==> config.mk <==
export PLATFORM = sky130hd
export DESIGN_NAME = pnlt_ctrl
export DESIGN_NICKNAME = d
export VERILOG_FILES = /design/src/rtl/pnlt_pkg.sv /design/src/rtl/pnlt_ctrl.sv
export SDC_FILE = /design/constraint.sdc
export NUM_CORES = 1
export LEC_CHECK = 0
export BUFFER_PORTS_ARGS = -buffer_cell sky130_fd_sc_hd__buf_2
export CORE_AREA = 2 2 39 41
export DETAILED_ROUTE_END_ITERATION = 10
export DIE_AREA = 0 0 41 43
export GPL_ROUTABILITY_DRIVEN = 0
export PLACE_DENSITY = 0.49
export SYNTH_ARGS = -nofsm -noshare
export SYNTH_HDL_FRONTEND = slang
export SYNTH_SLANG_ARGS = --single-unit
export TNS_END_PERCENT = 20
==> constraint.sdc <==
create_clock -name clock -period 1 [get_ports clock]
set_input_delay 0.15 -clock clock [delete_from_list [all_inputs] [get_ports clock]]
set_output_delay 0.15 -clock clock [all_outputs]
set_load 0.01 [all_outputs]
==> src/rtl/pnlt_pkg.sv <==
package pnlt_pkg;

   localparam int CMD_W    = 3;
   localparam int PIDX_W   = 10;
   localparam int PCNT_W   = 11;
   localparam int DIST_W   = 32;
   localparam int SLOT_W   = 6;
   localparam int STATUS_W = 2;
   localparam int LEN_W    = 7;
   localparam int PAIR_W   = PIDX_W + DIST_W;

   typedef enum logic [CMD_W-1:0] {
      CMD_CLEAR  = 3'd0,
      CMD_BEGIN  = 3'd1,
      CMD_ADD    = 3'd2,
      CMD_COMMIT = 3'd3,
      CMD_QUERY  = 3'd4
   } cmd_type;

   typedef enum logic [STATUS_W-1:0] {
      ST_OK         = 2'd0,
      ST_STAGE_FULL = 2'd1,
      ST_STORE_FULL = 2'd2,
      ST_RANGE      = 2'd3
   } status_type;

   typedef enum logic [2:0] {
      S_IDLE,
      S_EXEC,
      S_SWEEP,
      S_COPY,
      S_COPY_END,
      S_QDIR,
      S_QSTORE,
      S_DONE
   } state_type;

   typedef struct packed {
      logic capture;
      logic exec;
      logic sweep;
      logic copy;
      logic copy_end;
      logic qdir;
      logic qstore;
      logic finish;
   } ctrl_type;

   typedef struct packed {
      cmd_type cmd;
      logic    clear_empty;
      logic    commit_go;
      logic    query_go;
      logic    slot_ok;
      logic    sweep_last;
      logic    copy_last;
      logic    rsp_free;
   } stat_type;

endpackage

==> src/rtl/pnlt_ctrl.sv <==
module pnlt_ctrl (
   input  logic               clock,
   input  logic               reset,
   input  logic               req_valid,
   output logic               req_ready,
   input  pnlt_pkg::stat_type stat,
   output pnlt_pkg::ctrl_type ctrl
);
   import pnlt_pkg::*;

   state_type state_ff;
   state_type state_in;

   always_ff @(posedge clock) begin
      if (reset) begin
         state_ff <= S_IDLE;
      end else begin
         state_ff <= state_in;
      end
   end

   always_comb begin
      state_in  = state_ff;
      ctrl      = '0;
      req_ready = 1'b0;
      case (state_ff)
         S_IDLE: begin
            req_ready = 1'b1;
            if (req_valid) begin
               ctrl.capture = 1'b1;
               state_in     = S_EXEC;
            end
         end
         S_EXEC: begin
            ctrl.exec = 1'b1;
            case (stat.cmd)
               CMD_CLEAR:  state_in = stat.clear_empty ? S_DONE : S_SWEEP;
               CMD_COMMIT: state_in = stat.commit_go ? S_COPY : S_DONE;
               CMD_QUERY:  state_in = stat.query_go ? S_QDIR : S_DONE;
               default:    state_in = S_DONE;
            endcase
         end
         S_SWEEP: begin
            ctrl.sweep = 1'b1;
            if (stat.sweep_last) begin
               state_in = S_DONE;
            end
         end
         S_COPY: begin
            ctrl.copy = 1'b1;
            if (stat.copy_last) begin
               state_in = S_COPY_END;
            end
         end
         S_COPY_END: begin
            ctrl.copy_end = 1'b1;
            state_in      = S_DONE;
         end
         S_QDIR: begin
            ctrl.qdir = 1'b1;
            state_in  = stat.slot_ok ? S_QSTORE : S_DONE;
         end
         S_QSTORE: begin
            ctrl.qstore = 1'b1;
            state_in    = S_DONE;
         end
         S_DONE: begin
            // hold the result until the output word is free
            if (stat.rsp_free) begin
               ctrl.finish = 1'b1;
               state_in    = S_IDLE;
            end
         end
         default: state_in = S_IDLE;
      endcase
   end

endmodule

==> results.toml, run 1 <==
[place]
port_buffers = 21
hpwl_um = 753
place_area_um2 = 479
preCtsSetupSlack_ps = -215
dp_cells = 83

[detailed_routing]
viasPerCell = 4.73
drt-initial-drc-count = 6
wl_um = 1040
drc_errors = 0
vias = 430
firstDrtPassIters = 2
wl_per_cell_um = 11.5
final_antenna_net_count = 0

[timing]
setup_ws_ps = -247
fmax_ghz = 0.802
relSlewSlack_pct = 65.2
finalSetupTns_ps = -2120
setup_violations = 12
rsz0062_at_grt = "yes"
max_slew.worst_pin.slew_ps = 518
fin_skew_ps = 5.88
finalHoldViolCount = 0
fin_crit_sh_pct = 125
fin_crit_ps = 1250
slew_viol_final = 0

[setup_path]
cp-end-kind = "output pin"
path_class = "flop to output pin"
cp_num_buf_inv = 2
crit_fanout = 8
critPathMaxStageDelay_ps = 330
crit_chain = "buf_6 -> nor3_4 -> and2_1 -> buf_2"
cp_slowest_cell = "dfxtp_2"
cp_data_arrival_time_ps = 1100
critPathLaunchType = "flop"
critPathRequiredTime_ps = 850
ff2ff_setup_slack_ps = -160
crit_family = "flip-flops"

[logic_synthesis]
ys_seq_area_share_pct = 19.6
netlist_area_um2 = 307
yosys.area_share.simple_pct = 47.3
synth_compound_area_share_pct = 26.1
syn_nets = 54
synthTopCellsByArea = "dfxtp_1 (20%), nor2_1 (7.3%), a2111oi_2 (4.9%)"
synth_top_family_by_area = "simple AND/OR/NAND/NOR gates"
postSynthAreaPerCell_um2 = 7.48
yosys_warnings = 0
synth_top_area_share_pct = 19.6
synth_xor_area_share_pct = 0
syn_inst = 41
yosysTopAreaCell = "dfxtp_1"
synthMuxAreaShare_pct = 0
yosys_register_bits = 3
yosysUniqueCellTypes = 27
yosys.area_share.adder_pct = 0

[global_routing]
antenna_found_initial = 0
grt_pass1_wl_um = 1770
grt_pass1_vias = 425
grt_usage_pct = 14.8
grt_max_degree = 10
overflow = 0

[run_status]
violations = "setup timing"
status = "complete, but fails checks"

[final_layout]
multi_input_area_um2 = 269
fin_nets = 89
post-route-util_pct = 42.9
largest_reg_flops = 3
stdcell_area_um2 = 594
layout_common_cells = "buf_2 (21), buf_4 (9), nor2_1 (5)"
area_growth_pct = 93.9
final_common_cell = "buf_2"
fillers = 151
diodes = 0
top_regs = "state_ff (3)"
register_area_um2 = 68.8
regMostFlops = "state_ff"
layout-drive-gt1-share_pct = 61.3
final_cells = 91

[clock_tree]
root_buffer = "clkbuf_4"
clkSinkCount = 3
cts_buffers = 3
path_clk_slew_ps = 40
htree_levels = 1
clkLatencyLatePin_ps = 230
cts_tree = "built"
clk_path_buf_depth = 2

[floorplanning]
rows = 14
die_w_um = 41
coreArea_um2 = 1380
initial_core_util_pct = 22.2
ioPinCount = 22
die-area_um2 = 1760
fp.dieH_um = 43

[pwr]
ir_drop_uv = 984
pwr_density_cell_nw_per_um2 = 2350
p_leak_nw = 0.285

[min_path]
hold_class = "input pin to flop"

[run]
cap_violations = 0
worst register-to-register path, cell delays in order (launching register included):
cell and delay, ps:
dfxtp_2 330, buf_4 150, a21oi_1 170, nor2_1 80, a2111oi_2 320
power breakdown:
part           internal, W  switching [W]  total [W]
Combinational     0.000493       0.000400   0.000893
Sequential        0.000185       0.000102   0.000287
Clock             0.000150      0.0000655   0.000215
path summary, 6_finish.rpt:
| path | depth (start not counted) | from | to |
|---|---|---|---|
| setup reg to reg | 4 | state_ff[2] | state_ff[1] |
| hold reg to reg | 2 | state_ff[1] | state_ff[2] |
| hold / removal | 2 | reset | state_ff[0] |
| setup / recovery | 4 | state_ff[2] | ctrl[7] |
repair_timing:
action                                  CTS  global route
hold buffers                              0             0
gates cloned                              0             0
resized for setup                        13             2
endpoints found under the setup margin   12            12
pin swaps                                 4             0
buffers inserted                          4             0
cells by family after synthesis:
family,Yosys count
compound gates,10
buf+inv,4
flops,3
simple gates,24
final cells by class:
cell class,instances,share of cell area [%]
multi-input combinational,34,45.3
clock buffer,4,4.42
sequential,3,11.6
inverter,1,0.632
tap,16,3.37
timing repair buffer,33,34.7
synthesized netlist by cell type:
cell,count
a32oi_1,1
buf_4,1
buf_2,2
and4bb_1,1
dfxtp_1,3
and4_1,1
a2bb2oi_1,1
o41ai_1,1
nor3_1,2
nand2b_1,1
nand3_1,1
o311ai_0,1
nand2_2,1
a21oi_1,2
nand4b_1,1
nor2_1,6
and2_1,2
nand2_1,2
and3b_1,1
or3b_1,1
a31oi_1,2
nor2b_1,1
inv_1,1
nor3b_1,2
a211oi_1,1
a2111oi_2,1
nor4_1,1
metrics by stage:
step / total power, W / hold slack [ps]
6_report: 0.00140 / 117
5_1_grt: 0.00152 / 108
4_1_cts: 0.00136 / 117
3_5_place_dp: 0.000914 / 368
3_3_place_gp: 0.000910 / 367
2_1_floorplan: 0.000632 / 219
routing by layer:
| metal | up-vias | share of wire [%] | track usage (%) |
|---|---|---|---|
| met2 | 14 | 47 | 21.3 |
| met3 | 0 | 6.4 | 6.28 |
| li1 | 224 | - | - |
| met5 | - | 0 | 0 |
| met1 | 192 | 47 | 18.8 |
| met4 | 0 | 0 | 6.00 |
(Power assumes the default switching activity.)
==> run 2, diff against run 1 <==
--- a/config.mk
+++ b/config.mk
@@ -10,7 +10,8 @@
 export DETAILED_ROUTE_END_ITERATION = 10
 export DIE_AREA = 0 0 41 43
 export GPL_ROUTABILITY_DRIVEN = 0
-export PLACE_DENSITY = 0.49
+export PLACE_DENSITY = 0.47
+export SLEW_MARGIN = 30
 export SYNTH_ARGS = -nofsm -noshare
 export SYNTH_HDL_FRONTEND = slang
 export SYNTH_SLANG_ARGS = --single-unit
==> constraint.sdc (replaced) <==
create_clock -name clock -period 1.55 [get_ports clock]
set_input_delay 0.2325 -clock clock [delete_from_list [all_inputs] [get_ports clock]]
set_output_delay 0.2325 -clock clock [all_outputs]
set_load 0.01 [all_outputs]
==> results.toml, run 2 (same netlist as run 1, synthesis figures left out) <==
[detailed_routing]
drt-initial-drc-count = 3
drc_errors = 0
wl_per_cell_um = 11.7
firstDrtPassIters = 4
final_antenna_net_count = 0
vias = 392
wl_um = 924
viasPerCell = 4.96

[setup_path]
crit_chain = "nor3_2 -> and2_1 -> buf_2"
cp-end-kind = "output pin"
critPathLaunchType = "flop"
critPathRequiredTime_ps = 1320
critPathMaxStageDelay_ps = 380
cp_slowest_cell = "dfxtp_2"
cp_data_arrival_time_ps = 1150
path_class = "flop to output pin"
crit_fanout = 13

[final_layout]
final_cells = 79
fin_nets = 77
post-route-util_pct = 32.5
top_regs = "state_ff (3)"
final_common_cell = "buf_2"
largest_reg_flops = 3
area_growth_pct = 46.5
layout_common_cells = "buf_2 (21), nor2_1 (6), clkbuf_4 (3), dfxtp_2 (3)"
layout-drive-gt1-share_pct = 47.6
regMostFlops = "state_ff"
diodes = 0

[timing]
fin_crit_sh_pct = 89.4
fmax_ghz = 0.721
slew_viol_final = 0
relSlewSlack_pct = 74.5
rsz0062_at_grt = "no"
max_slew.worst_pin.slew_ps = 377
fin_skew_ps = 3.27
setup_violations = 0
finalSetupTns_ps = 0
holdWs_ps = 195
setup_ws_ps = 164
fin_crit_ps = 1390
finalHoldViolCount = 0

[clock_tree]
cts_tree = "built"
cts_buffers = 3
path_clk_slew_ps = 40
root_buffer = "clkbuf_4"
postCtsSetupBuffers = 0
clk_path_buf_depth = 2
clkLatencyLatePin_ps = 230
htree_levels = 1
ctsHoldBuffers = 0
clkSinkCount = 3

[floorplanning]
ioPinCount = 22
die_w_um = 41
rows = 14
initial_core_util_pct = 22.2
coreArea_um2 = 1380
die-area_um2 = 1760
fp.dieH_um = 43

[global_routing]
antenna_found_initial = 0
grt_usage_pct = 12.6
overflow = 0
grt_pass1_wl_um = 1490
grt_max_degree = 18
grt_pass1_vias = 339

[place]
hpwl_um = 685
port_buffers = 21
preCtsSetupSlack_ps = 180
dp_cells = 75

[run_status]
status = "finished, final reports clean"

[pwr]
ir_drop_uv = 706
pwr_density_cell_nw_per_um2 = 1440
p_leak_nw = 0.211

[min_path]
hold_class = "input pin to flop"

[run]
cap_violations = 0
run 2: cell count changes in the layout (fill, tap and decap cells not counted), moves of 2 or more:
cell,before,now
dfxtp_2,1,3
buf_4,9,0
buf_6,3,0
dfxtp_4,2,0
run 2: through the flow:
| stage | cell area [um^2] | power [W] |
|---|---|---|
| final | 449 | 0.000649 |
| after global routing | 449 | 0.000713 |
| after CTS | 445 | 0.000646 |
| after detailed placement | 414 | 0.000496 |
| after global placement | 414 | 0.000495 |
| after floorplan | 307 | 0.000400 |
run 2: area by class of cell:
type | instances | area (um^2)
well taps | 16 | 20.0
flip-flops and latches | 3 | 63.8
inverters | 1 | 3.75
fillers | 160 | 935
repair buffers | 21 | 105
multi-input cells | 34 | 230
clock buffers | 4 | 26.3
run 2: per-layer routing:
layer	vias to the layer above	GRT usage [%]	routed length (um)
met1	168	16.7	428
met5	-	0	0
met4	0	6.00	14
met2	20	17.5	398
li1	202	-	-
met3	2	4.71	83
run 2: power breakdown:
part           leakage [nW]  switching [W]  internal, W
Combinational         0.170       0.000146     0.000152
Clock                0.0150      0.0000408    0.0000964
Sequential           0.0258       0.000101     0.000112
run 2: critical path: cells and delay by family (launching register included):
kind / cells / cell delay (ps)
buf+inv: 1 / 120
flops: 1 / 380
simple gates: 2 / 420
run 2: worst paths after layout:
| kind | start | end | slack [ps] | cells after the start |
|---|---|---|---|---|
| max | state_ff[0] | ctrl[7] | 160 | 3 |
| max reg2reg | state_ff[2] | state_ff[1] | 310 | 4 |
| min | reset | state_ff[1] | 200 | 2 |
| min reg2reg | state_ff[0] | state_ff[2] | 610 | 2 |
run 2: timing repair:
item,4_1_cts,5_1_grt
setup endpoints to repair,1,5
gates resized for setup,1,3
pin swaps,0,0
